<file path="src/hw/rtl/dntc_pkg.sv">
// package for the disciplined ntp timestamp clock
// shared types and fixed constants; no dependencies
`default_nettype none

package dntc_pkg;

    // operation codes carried by each request item
    typedef enum logic [1:0] {
        FUNC_SET_TIME   = 2'd0,
        FUNC_GET_TIME   = 2'd1,
        FUNC_GET_OFFSET = 2'd2,
        FUNC_SET_RATE   = 2'd3
    } func_t;

    // sequencing strobes for the bit-serial conversion units
    typedef struct packed {
        logic load;
        logic step;
    } conv_ctl_t;

    // dividend of the tick conversion is elapsed ticks times 2^32
    localparam int DIVIDEND_W = 64;
    localparam int STEP_W     = 6;

    // ppb arithmetic
    localparam int DIV_W = 30;
    localparam int CORR_W = 22;
    localparam logic [31:0] PPB_SCALE = 32'd1000000000;
    localparam logic signed [31:0] PPB_MAX = 32'sd2000000;
    localparam logic signed [31:0] PPB_MIN = -32'sd2000000;

endpackage

`default_nettype wire

</file>
<file path="src/hw/rtl/dntc_in_if.sv">
// request channel of the disciplined ntp timestamp clock
// depends on dntc_pkg for the operation code type
`default_nettype none

interface dntc_in_if;
    logic                valid;
    logic                ready;
    dntc_pkg::func_t     func;
    logic [31:0]         count_now;
    logic [31:0]         ref_seconds;
    logic [31:0]         ref_fraction;
    logic signed [31:0]  rate_ppb;

    modport source (
        output valid, func, count_now, ref_seconds, ref_fraction, rate_ppb,
        input  ready
    );
    modport sink (
        input  valid, func, count_now, ref_seconds, ref_fraction, rate_ppb,
        output ready
    );
endinterface

`default_nettype wire

</file>
<file path="src/hw/rtl/dntc_out_if.sv">
// response channel of the disciplined ntp timestamp clock
// no dependencies
`default_nettype none

interface dntc_out_if;
    logic                valid;
    logic                ready;
    logic                time_valid;
    logic [31:0]         now_seconds;
    logic [31:0]         now_fraction;
    logic signed [63:0]  offset;
    logic                rate_accepted;

    modport source (
        output valid, time_valid, now_seconds, now_fraction, offset, rate_accepted,
        input  ready
    );
    modport sink (
        input  valid, time_valid, now_seconds, now_fraction, offset, rate_accepted,
        output ready
    );
endinterface

`default_nettype wire

</file>
<file path="src/hw/rtl/dntc_tick_div.sv">
// bit-serial restoring divider of elapsed ticks * 2^32 by the tick rate
// depends on dntc_pkg; emits one quotient bit per step, msb first
`default_nettype none

module dntc_tick_div #(
    parameter int unsigned COUNTS_PER_SECOND = 1000000
) (
    input  wire logic                clk,
    input  wire dntc_pkg::conv_ctl_t ctl,
    input  wire logic [31:0]         elapsed,
    output logic                     q_bit
);

    localparam int CPS_W = $clog2(COUNTS_PER_SECOND + 1);
    localparam logic [CPS_W:0] CPS_K = (CPS_W + 1)'(COUNTS_PER_SECOND);

    logic [31:0]      dividend_reg;
    logic [CPS_W-1:0] rem_reg;
    logic [CPS_W:0]   trial;
    logic [CPS_W:0]   diff;

    // next dividend bit enters the partial remainder
    assign trial = {rem_reg, dividend_reg[31]};
    assign q_bit = (trial >= CPS_K);
    assign diff  = trial - CPS_K;

    always_ff @(posedge clk)
    begin
        if (ctl.load)
        begin
            dividend_reg <= elapsed;
            rem_reg      <= '0;
        end
        else if (ctl.step)
        begin
            dividend_reg <= {dividend_reg[30:0], 1'b0};
            rem_reg      <= q_bit ? diff[CPS_W-1:0] : trial[CPS_W-1:0];
        end
    end

endmodule

`default_nettype wire

</file>
<file path="src/hw/rtl/dntc_ppb_div.sv">
// bit-serial scaler computing floor(q * 1e9 / divisor) as q arrives msb first
// depends on dntc_pkg; quotient digits 0..3 kept as two bit planes
`default_nettype none

module dntc_ppb_div (
    input  wire logic                      clk,
    input  wire dntc_pkg::conv_ctl_t       ctl,
    input  wire logic                      q_bit,
    input  wire logic [dntc_pkg::DIV_W-1:0] divisor,
    output logic [dntc_pkg::DIVIDEND_W-1:0] scaled
);

    localparam int YW = dntc_pkg::DIVIDEND_W;

    logic [dntc_pkg::DIV_W-1:0] rem_reg;
    logic [31:0]                div1_reg;
    logic [31:0]                div2_reg;
    logic [31:0]                div3_reg;
    logic [YW-1:0]              hi_reg;
    logic [YW-1:0]              lo_reg;
    logic [31:0]                acc;
    logic [31:0]                sub;
    logic [31:0]                rem_full;
    logic [1:0]                 digit;

    // remainder doubles, a set bit of q adds the scale
    assign acc = {1'b0, rem_reg, 1'b0} + (q_bit ? dntc_pkg::PPB_SCALE : 32'd0);

    always_comb
    begin
        priority if (acc >= div3_reg)
        begin
            digit = 2'd3;
            sub   = div3_reg;
        end
        else if (acc >= div2_reg)
        begin
            digit = 2'd2;
            sub   = div2_reg;
        end
        else if (acc >= div1_reg)
        begin
            digit = 2'd1;
            sub   = div1_reg;
        end
        else
        begin
            digit = 2'd0;
            sub   = 32'd0;
        end
    end

    assign rem_full = acc - sub;
    assign scaled   = {hi_reg[YW-2:0], 1'b0} + lo_reg;

    always_ff @(posedge clk)
    begin
        if (ctl.load)
        begin
            rem_reg  <= '0;
            hi_reg   <= '0;
            lo_reg   <= '0;
            div1_reg <= {2'b00, divisor};
            div2_reg <= {1'b0, divisor, 1'b0};
            div3_reg <= {2'b00, divisor} + {1'b0, divisor, 1'b0};
        end
        else if (ctl.step)
        begin
            rem_reg <= rem_full[dntc_pkg::DIV_W-1:0];
            hi_reg  <= {hi_reg[YW-2:0], digit[1]};
            lo_reg  <= {lo_reg[YW-2:0], digit[0]};
        end
    end

endmodule

`default_nettype wire

</file>
<file path="src/hw/rtl/disciplined_ntp_timestamp_clock.sv">
// top level of the disciplined ntp timestamp clock
// depends on dntc_pkg, dntc_in_if, dntc_out_if, dntc_tick_div, dntc_ppb_div
`default_nettype none

// Keeps a 32.32 NTP timestamp anchored at a sample of a free-running 32-bit
// counter ticking COUNTS_PER_SECOND times per second, with a ppb rate
// correction limited to +/-2000000. Each request item carries a counter sample
// and an operation: set_time anchors whole seconds, get_time returns the
// corrected time, get_offset returns reference minus local time as signed
// 32.32, set_rate_correction rebases the anchor and loads a new correction if
// it is in range. Exactly one response item follows every request item. Until
// time is set, time_valid, the now fields and the offset read zero. Items are
// taken one at a time. For set_time and reads before time is set, the item
// goes straight to the finish state. For get_time, get_offset and
// set_rate_correction it passes through states that load the serial units,
// run 64 steps of the bit-serial tick divider and ppb scaler in lockstep, one
// quotient bit per cycle, take the scaled value, add the anchor and finish.
// In finish the response register loads once it is free, and the next request
// item can be accepted in the cycle after that. A waiting response does not
// block the next request item from being accepted; only that item's finish
// waits until the response is taken.

module disciplined_ntp_timestamp_clock #(
    parameter int unsigned COUNTS_PER_SECOND = 1000000
) (
    input  wire logic  clk,
    input  wire logic  rst_n,
    dntc_in_if.sink    request,
    dntc_out_if.source response
);

    typedef enum logic [2:0] {
        ST_IDLE,
        ST_PREP,
        ST_RUN,
        ST_SUM,
        ST_ADD,
        ST_FINISH
    } state_t;

    state_t                               state_reg;
    logic [dntc_pkg::STEP_W-1:0]          cnt_reg;

    // item being worked on
    dntc_pkg::func_t                      func_reg;
    logic [31:0]                          count_reg;
    logic [31:0]                          rsec_reg;
    logic [31:0]                          rfrac_reg;
    logic signed [dntc_pkg::CORR_W-1:0]   rate_reg;
    logic                                 rate_ok_reg;
    logic [dntc_pkg::DIV_W-1:0]           divisor_reg;
    logic [63:0]                          now_reg;

    // clock state
    logic                                 time_set_reg;
    logic [31:0]                          anchor_count_reg;
    logic [63:0]                          anchor_ts_reg;
    logic signed [dntc_pkg::CORR_W-1:0]   corr_reg;

    // response register
    logic                                 out_valid_reg;
    logic                                 out_time_valid_reg;
    logic [63:0]                          out_now_reg;
    logic signed [63:0]                   out_offset_reg;
    logic                                 out_acc_reg;

    dntc_pkg::conv_ctl_t                  ctl;
    logic                                 accept;
    logic                                 out_take;
    logic                                 out_free;
    logic                                 out_load;
    logic [31:0]                          elapsed;
    logic                                 q_bit;
    logic [dntc_pkg::DIVIDEND_W-1:0]      scaled;
    logic signed [31:0]                   corr_ext;
    logic [31:0]                          div_full;
    logic                                 rate_in_range;
    logic [63:0]                          offset_calc;

    assign request.ready = (state_reg == ST_IDLE);
    assign accept        = request.valid && request.ready;
    assign out_take      = out_valid_reg && response.ready;
    assign out_free      = !out_valid_reg || response.ready;
    // finishing item moves into the response register
    assign out_load      = (state_reg == ST_FINISH) && out_free;

    assign ctl.load = (state_reg == ST_PREP);
    assign ctl.step = (state_reg == ST_RUN);

    // ticks since the anchor, modulo 2^32
    assign elapsed = count_reg - anchor_count_reg;

    // divisor 1e9 - correction always lies in [998000000, 1002000000]
    assign corr_ext = 32'(corr_reg);
    assign div_full = dntc_pkg::PPB_SCALE - $unsigned(corr_ext);

    assign rate_in_range = (request.rate_ppb >= dntc_pkg::PPB_MIN)
                        && (request.rate_ppb <= dntc_pkg::PPB_MAX);

    // reference minus local time, wraps modulo 2^64
    assign offset_calc = {rsec_reg, rfrac_reg} - now_reg;

    dntc_tick_div #(
        .COUNTS_PER_SECOND (COUNTS_PER_SECOND)
    ) u_tick_div (
        .clk     (clk),
        .ctl     (ctl),
        .elapsed (elapsed),
        .q_bit   (q_bit)
    );

    dntc_ppb_div u_ppb_div (
        .clk     (clk),
        .ctl     (ctl),
        .q_bit   (q_bit),
        .divisor (divisor_reg),
        .scaled  (scaled)
    );

    always_ff @(posedge clk or negedge rst_n)
    begin
        if (!rst_n)
        begin
            state_reg          <= ST_IDLE;
            cnt_reg            <= '0;
            func_reg           <= dntc_pkg::FUNC_SET_TIME;
            count_reg          <= '0;
            rsec_reg           <= '0;
            rfrac_reg          <= '0;
            rate_reg           <= '0;
            rate_ok_reg        <= 1'b0;
            divisor_reg        <= '0;
            now_reg            <= '0;
            time_set_reg       <= 1'b0;
            anchor_count_reg   <= '0;
            anchor_ts_reg      <= '0;
            corr_reg           <= '0;
            out_valid_reg      <= 1'b0;
            out_time_valid_reg <= 1'b0;
            out_now_reg        <= '0;
            out_offset_reg     <= '0;
            out_acc_reg        <= 1'b0;
        end
        else
        begin
            // a new response wins over clearing the one just taken
            if (out_load)
            begin
                out_valid_reg <= 1'b1;
            end
            else if (out_take)
            begin
                out_valid_reg <= 1'b0;
            end

            unique case (state_reg)
                ST_IDLE:
                begin
                    if (accept)
                    begin
                        func_reg    <= request.func;
                        count_reg   <= request.count_now;
                        rsec_reg    <= request.ref_seconds;
                        rfrac_reg   <= request.ref_fraction;
                        rate_reg    <= request.rate_ppb[dntc_pkg::CORR_W-1:0];
                        rate_ok_reg <= rate_in_range;
                        divisor_reg <= div_full[dntc_pkg::DIV_W-1:0];
                        priority if (request.func == dntc_pkg::FUNC_SET_TIME)
                        begin
                            now_reg   <= {request.ref_seconds, 32'd0};
                            state_reg <= ST_FINISH;
                        end
                        else if (request.func == dntc_pkg::FUNC_SET_RATE || time_set_reg)
                        begin
                            state_reg <= ST_PREP;
                        end
                        else
                        begin
                            // read before time is set: zero result, nothing to do
                            state_reg <= ST_FINISH;
                        end
                    end
                end

                ST_PREP:
                begin
                    cnt_reg   <= '0;
                    state_reg <= ST_RUN;
                end

                ST_RUN:
                begin
                    cnt_reg <= cnt_reg + 1'b1;
                    if (cnt_reg == dntc_pkg::STEP_W'(dntc_pkg::DIVIDEND_W - 1))
                    begin
                        state_reg <= ST_SUM;
                    end
                end

                ST_SUM:
                begin
                    now_reg   <= scaled;
                    state_reg <= ST_ADD;
                end

                ST_ADD:
                begin
                    now_reg   <= anchor_ts_reg + now_reg;
                    state_reg <= ST_FINISH;
                end

                ST_FINISH:
                begin
                    if (out_load)
                    begin
                        state_reg     <= ST_IDLE;
                        unique case (func_reg)
                            dntc_pkg::FUNC_SET_TIME:
                            begin
                                time_set_reg       <= 1'b1;
                                anchor_count_reg   <= count_reg;
                                anchor_ts_reg      <= now_reg;
                                out_time_valid_reg <= 1'b1;
                                out_now_reg        <= now_reg;
                                out_offset_reg     <= '0;
                                out_acc_reg        <= 1'b0;
                            end
                            dntc_pkg::FUNC_SET_RATE:
                            begin
                                // rebase always, load the correction only if in range
                                anchor_count_reg <= count_reg;
                                anchor_ts_reg    <= now_reg;
                                if (rate_ok_reg)
                                begin
                                    corr_reg <= rate_reg;
                                end
                                out_time_valid_reg <= time_set_reg;
                                out_now_reg        <= time_set_reg ? now_reg : 64'd0;
                                out_offset_reg     <= '0;
                                out_acc_reg        <= rate_ok_reg;
                            end
                            dntc_pkg::FUNC_GET_TIME,
                            dntc_pkg::FUNC_GET_OFFSET:
                            begin
                                out_time_valid_reg <= time_set_reg;
                                out_now_reg        <= time_set_reg ? now_reg : 64'd0;
                                out_offset_reg     <=
                                    (time_set_reg && func_reg == dntc_pkg::FUNC_GET_OFFSET)
                                    ? $signed(offset_calc) : 64'sd0;
                                out_acc_reg        <= 1'b0;
                            end
                        endcase
                    end
                end

                default:
                begin
                    state_reg <= ST_IDLE;
                end
            endcase
        end
    end

    assign response.valid         = out_valid_reg;
    assign response.time_valid    = out_time_valid_reg;
    assign response.now_seconds   = out_now_reg[63:32];
    assign response.now_fraction  = out_now_reg[31:0];
    assign response.offset        = out_offset_reg;
    assign response.rate_accepted = out_acc_reg;

    // an invalid time never leaks a timestamp or an offset
    a_invalid_zero: assert property (@(posedge clk) disable iff (!rst_n)
        out_valid_reg && !out_time_valid_reg |-> out_now_reg == 64'd0 && out_offset_reg == 64'sd0)
        else $error("invalid time with nonzero result");

    // stored correction stays within the ppb limits
    a_corr_range: assert property (@(posedge clk) disable iff (!rst_n)
        corr_ext >= dntc_pkg::PPB_MIN && corr_ext <= dntc_pkg::PPB_MAX)
        else $error("rate correction out of limits");

    // serial conversion always starts right after the units are loaded
    a_run_start: assert property (@(posedge clk) disable iff (!rst_n)
        state_reg == ST_RUN && cnt_reg == '0 |-> $past(state_reg) == ST_PREP)
        else $error("conversion started without load");

    // once set, time stays set
    a_time_sticky: assert property (@(posedge clk) disable iff (!rst_n)
        !$fell(time_set_reg))
        else $error("time set flag cleared");

endmodule

`default_nettype wire

</file>
<file path="src/flat_wrapper.sv">
// flat-port wrapper written by rule: the top's interface ports become plain ports
module disciplined_ntp_timestamp_clock_flat 
#(
    parameter int unsigned COUNTS_PER_SECOND = 1000000
)
  (clk, rst_n, request_valid, request_func, request_count_now, request_ref_seconds, request_ref_fraction, request_rate_ppb, request_ready, response_valid, response_time_valid, response_now_seconds, response_now_fraction, response_offset, response_rate_accepted, response_ready);
  dntc_in_if request_i ();
  dntc_out_if response_i ();
  input  wire logic clk;
  input  wire logic rst_n;
  input wire logic [$bits(request_i.valid)-1:0] request_valid;
  input wire logic [$bits(request_i.func)-1:0] request_func;
  input wire logic [$bits(request_i.count_now)-1:0] request_count_now;
  input wire logic [$bits(request_i.ref_seconds)-1:0] request_ref_seconds;
  input wire logic [$bits(request_i.ref_fraction)-1:0] request_ref_fraction;
  input wire logic [$bits(request_i.rate_ppb)-1:0] request_rate_ppb;
  output wire logic [$bits(request_i.ready)-1:0] request_ready;
  output wire logic [$bits(response_i.valid)-1:0] response_valid;
  output wire logic [$bits(response_i.time_valid)-1:0] response_time_valid;
  output wire logic [$bits(response_i.now_seconds)-1:0] response_now_seconds;
  output wire logic [$bits(response_i.now_fraction)-1:0] response_now_fraction;
  output wire logic [$bits(response_i.offset)-1:0] response_offset;
  output wire logic [$bits(response_i.rate_accepted)-1:0] response_rate_accepted;
  input wire logic [$bits(response_i.ready)-1:0] response_ready;
  assign request_i.valid = request_valid;
  assign request_i.func = request_func;
  assign request_i.count_now = request_count_now;
  assign request_i.ref_seconds = request_ref_seconds;
  assign request_i.ref_fraction = request_ref_fraction;
  assign request_i.rate_ppb = request_rate_ppb;
  assign request_ready = request_i.ready;
  assign response_valid = response_i.valid;
  assign response_time_valid = response_i.time_valid;
  assign response_now_seconds = response_i.now_seconds;
  assign response_now_fraction = response_i.now_fraction;
  assign response_offset = response_i.offset;
  assign response_rate_accepted = response_i.rate_accepted;
  assign response_i.ready = response_ready;
  disciplined_ntp_timestamp_clock #(.COUNTS_PER_SECOND(COUNTS_PER_SECOND)) u_core (.clk(clk), .rst_n(rst_n), .request(request_i), .response(response_i));
endmodule
</file>
<file path="config.mk">
export PLATFORM = sky130hd
export DESIGN_NAME = disciplined_ntp_timestamp_clock_flat
export DESIGN_NICKNAME = d
export VERILOG_FILES = /design/src/hw/rtl/dntc_pkg.sv /design/src/hw/rtl/dntc_in_if.sv /design/src/hw/rtl/dntc_out_if.sv /design/src/hw/rtl/dntc_tick_div.sv /design/src/hw/rtl/dntc_ppb_div.sv /design/src/hw/rtl/disciplined_ntp_timestamp_clock.sv /design/src/flat_wrapper.sv
export SDC_FILE = /design/constraint.sdc
export NUM_CORES = 2
export LEC_CHECK = 0
export CAP_MARGIN = 10
export CORE_MARGIN = 2
export CORE_UTILIZATION = 59
export DETAILED_ROUTE_END_ITERATION = 8
export DONT_BUFFER_PORTS = 1
export GPL_ROUTABILITY_DRIVEN = 1
export GPL_TIMING_DRIVEN = 0
export HOLD_SLACK_MARGIN = 0.05
export PLACE_DENSITY = 0.78
export SYNTH_ARGS = -nofsm -noshare
export SYNTH_HDL_FRONTEND = slang
export SYNTH_HIERARCHICAL = 1
export SYNTH_SLANG_ARGS = --single-unit
export TNS_END_PERCENT = 20
</file>
<file path="constraint.sdc">
create_clock -name clk -period 8.09 [get_ports clk]
set_input_delay 0.809 -clock clk [delete_from_list [all_inputs] [get_ports clk]]
set_output_delay 0.809 -clock clk [all_outputs]
set_load 0.01 [all_outputs]
</file>
==> impl_metrics.tcl <==
set metrics [dict create \
    outcome "complete, but fails checks" \
    violations "setup timing" \
    syn_inst 5141 \
    path_max_fanout 8 \
    ys.flop_type "dfrtp_1" \
    slowest_stage "or4_1" \
    grt_max_degree 470 \
    clock_latency_ns 0.65 \
    cts_inserted_buffers 82 \
    synth-async-reset-ratio 0.635 \
    finalMaxSlewViolations 0 \
    fin_ws_ns -0.136 \
    cp-end-kind "flip-flop" \
    ir_drop_v 0.000343 \
    max_freq_ghz 0.122 \
    cts_htree_levels 3 \
    p_per_area_mw_per_mm2 464 \
    hp-class "in2async" \
    fin_skew_ns 0.0293 \
    startpoint "u_core/u_tick_div/rem_reg[18]$_SDFFE_PP0P_" \
    dpl_cell_area_mm2 0.0480 \
    routed_wl_um 136000 \
    r2r_start "u_core/u_tick_div/rem_reg[18]$_SDFFE_PP0P_" \
    num_rows 103 \
    drt_iter0_drc 3687 \
    max_slew.worst_pin.slew_ns 1.34 \
    hpwl_um 99800 \
    final_nets 5869 \
    vias 40233 \
    crit_path_frequent_cell "buf_6" \
    syn_area_per_cell_um2 9.06 \
    min_period_ns 8.23 \
    cts_tree "built" \
    cts_buffer_depth 3 \
    final_area_mm2 0.0526 \
    io_buffers 0 \
    yosys.cell_count.top_type "nand2_1" \
    grt_usage 0.322 \
    path_class "reg2reg" \
    synth_top_cells_by_count "nand2_1 (713), dfrtp_1 (469), nor2_1 (390)" \
    area_growth_pct 12.9 \
    cts-root-buf "clkbuf_16" \
    synth_top_area_cell "dfrtp_1" \
    r2r_cells 37 \
    wl_per_cell_um 21.1 \
    gp_congestion 0.971 \
    avgViaCountPerCell 6.23 \
    power.leakage_nw 24.3 \
    grt_setup_unrepaired "true" \
    io_pins 266 \
    netlist_top_cells_area "dfrtp_1 (25%), ha_1 (10%), dfxtp_1 (7.6%), edfxtp_1 (6.0%), nand2_1 (5.7%)" \
    yosysTopAreaCellShare 0.252 \
    slew_headroom 0.106 \
    max_stage_delay_ns 0.54 \
    synthDistinctLibCells 111 \
    ant_nets 0 \
    r2r_slack_ns -0.14 \
    synth_edf_count 93 \
    r2r_end "u_core/u_ppb_div/rem_reg[29]$_SDFFE_PP0P_" \
    drv_cap 0 \
    finalHoldViolCount 0 \
    drtPass1Iterations 6 \
    arrival_ns 8.76 \
    dieWidth_um 285 \
    fp.dieH_um 285 \
    critPathRequiredTime_ns 8.62 \
    die-area_mm2 0.0812 \
    drc 0 \
    final.period_utilization 1.02 \
    clkTransAtPathRegs_ns 0.06 \
    initial_core_util 0.592 \
    finish.utilization 0.669 \
    cts_sinks 739 \
    core_area_mm2 0.0786 \
    setup_viol 4 \
    yosys_warnings 6 \
    antenna_found_initial 5 \
    grt_pass1_wl_um 211000 \
    grt_pass1_vias 38375 \
    overflow 0 \
    yosysSeqAreaShare 0.388 \
    synth-seq-cells 739 \
    startpoint_type "flip-flop" \
    netlist_area_mm2 0.0466 \
    tns_ns -0.316 \
    endpoint "u_core/u_ppb_div/rem_reg[29]$_SDFFE_PP0P_" \
    drive_gt1_frac 0.104 \
]
metrics by stage:
stage | setup slack [ns] | power, mW | hold slack [ns] | instances
6_report | -0.136 | 24.4 | 0.116 | 6461
4_1_cts | -0.0624 | 23.7 | -0.0817 | 6428
3_5_place_dp | -1.96 | 19.0 | 0.458 | 6197
5_1_grt | -0.308 | 26.0 | 0.135 | 6460
3_3_place_gp | -1.88 | 18.7 | 0.453 | 6193
2_1_floorplan | 0.00160 | 15.7 | 0.429 | 5143
layout by cell type (no fill, tap or decap), types with 16 or more instances in the layout:
| master | synthesis | routed |
|---|---|---|
| nand3_1 | 78 | 78 |
| o21ai_0 | 250 | 228 |
| nand4_1 | 72 | 72 |
| nor2_1 | 390 | 384 |
| mux2i_1 | 151 | 151 |
| edfxtp_1 | 93 | 93 |
| xor2_1 | 113 | 111 |
| or3_1 | 21 | 20 |
| clkinv_2 | 0 | 16 |
| a21o_1 | 165 | 164 |
| dfrtp_1 | 469 | 469 |
| inv_1 | 248 | 246 |
| buf_1 | 34 | 32 |
| clkbuf_16 | 0 | 86 |
| nor3_1 | 71 | 69 |
| a22o_1 | 78 | 78 |
| and3_1 | 31 | 31 |
| a221oi_1 | 35 | 35 |
| ha_1 | 389 | 376 |
| o21ai_2 | 2 | 21 |
| dfxtp_1 | 177 | 170 |
| a22oi_1 | 52 | 44 |
| nand2b_1 | 45 | 44 |
| buf_4 | 3 | 110 |
| xnor2_1 | 170 | 163 |
| nand2_1 | 713 | 709 |
| a31oi_1 | 39 | 37 |
| o21ai_1 | 85 | 85 |
| mux2_2 | 118 | 118 |
| o211ai_1 | 22 | 22 |
| a21oi_1 | 342 | 327 |
| o21a_1 | 34 | 34 |
| a211oi_1 | 43 | 40 |
| clkbuf_1 | 180 | 185 |
| o21bai_1 | 56 | 55 |
| nor2b_1 | 47 | 45 |
logic make-up after synthesis:
group / count (synthesis) / share of synthesized area
buf+inv: 484 / 0.0403
compound gates: 1392 / 0.198
fa+ha+maj: 395 / 0.107
xor+xnor: 283 / 0.0532
simple gates: 1577 / 0.152
flops: 739 / 0.388
other cells: 1 / 0.0000805
mux: 270 / 0.0613
area by class of cell:
cell class / instances / area (um2)
clock inverter: 47 / 653
tap: 1050 / 1310
inverter: 251 / 942
antenna: 2 / 5.00
clock buffer: 106 / 2300
timing repair buffer: 116 / 993
buffer: 230 / 980
fill: 6115 / 26000
sequential: 739 / 18100
multi-input combinational: 3920 / 27300
worst min-delay path by stage:
stage | from | endpoint | depth (start not counted)
global route | rst_n | u_core/anchor_ts_reg[8]$_DFFE_PN0P_ | 1
global placement | u_core/u_ppb_div/rem_reg[23]$_SDFFE_PP0P_ | u_core/u_ppb_div/rem_reg[23]$_SDFFE_PP0P_ | 2
finish | rst_n | u_core/now_reg[5]$_DFFE_PN0P_ | 1
floorplan | u_core/u_ppb_div/rem_reg[23]$_SDFFE_PP0P_ | u_core/u_ppb_div/rem_reg[23]$_SDFFE_PP0P_ | 2
CTS | rst_n | u_core/response.offset[4]$_DFFE_PN0P_ | 0
detailed placement | u_core/rate_reg[16]$_DFFE_PN0P_ | u_core/rate_reg[16]$_DFFE_PN0P_ | 2
worst max-delay path: cells and delay by family (launching register included):
family / cells / cell delay (ns)
simple gates: 14 / 3.51
compound gates: 13 / 2.28
flops: 1 / 0.38
xor+xnor: 1 / 0.18
buf+inv: 6 / 0.83
fa+ha+maj: 3 / 0.91
metal layers:
layer | wire length [um] | global-route usage | vias up
met5 | 28 | 0 | -
met4 | 6120 | 0.127 | 4
met3 | 9970 | 0.0585 | 354
met2 | 63300 | 0.530 | 1609
met1 | 56800 | 0.422 | 19420
li1 | - | - | 18846
power by group:
group / internal, mW / total, mW / switching, mW / leakage, nW
sequential: 5.20 / 6.48 / 1.28 / 8.14
combinational: 5.64 / 13.9 / 8.25 / 14.7
clock: 2.42 / 4.05 / 1.63 / 1.44
total: 13.3 / 24.4 / 11.2 / 24.3
what timing repair did:
item,CTS,global route
hold endpoints to repair,469,100
buffers inserted,79,32
gates cloned,1,1
gates resized for setup,92,96
pin swaps,56,79
endpoints found under the setup margin,27,24
Note: power is estimated with default switching activity, not from simulation.
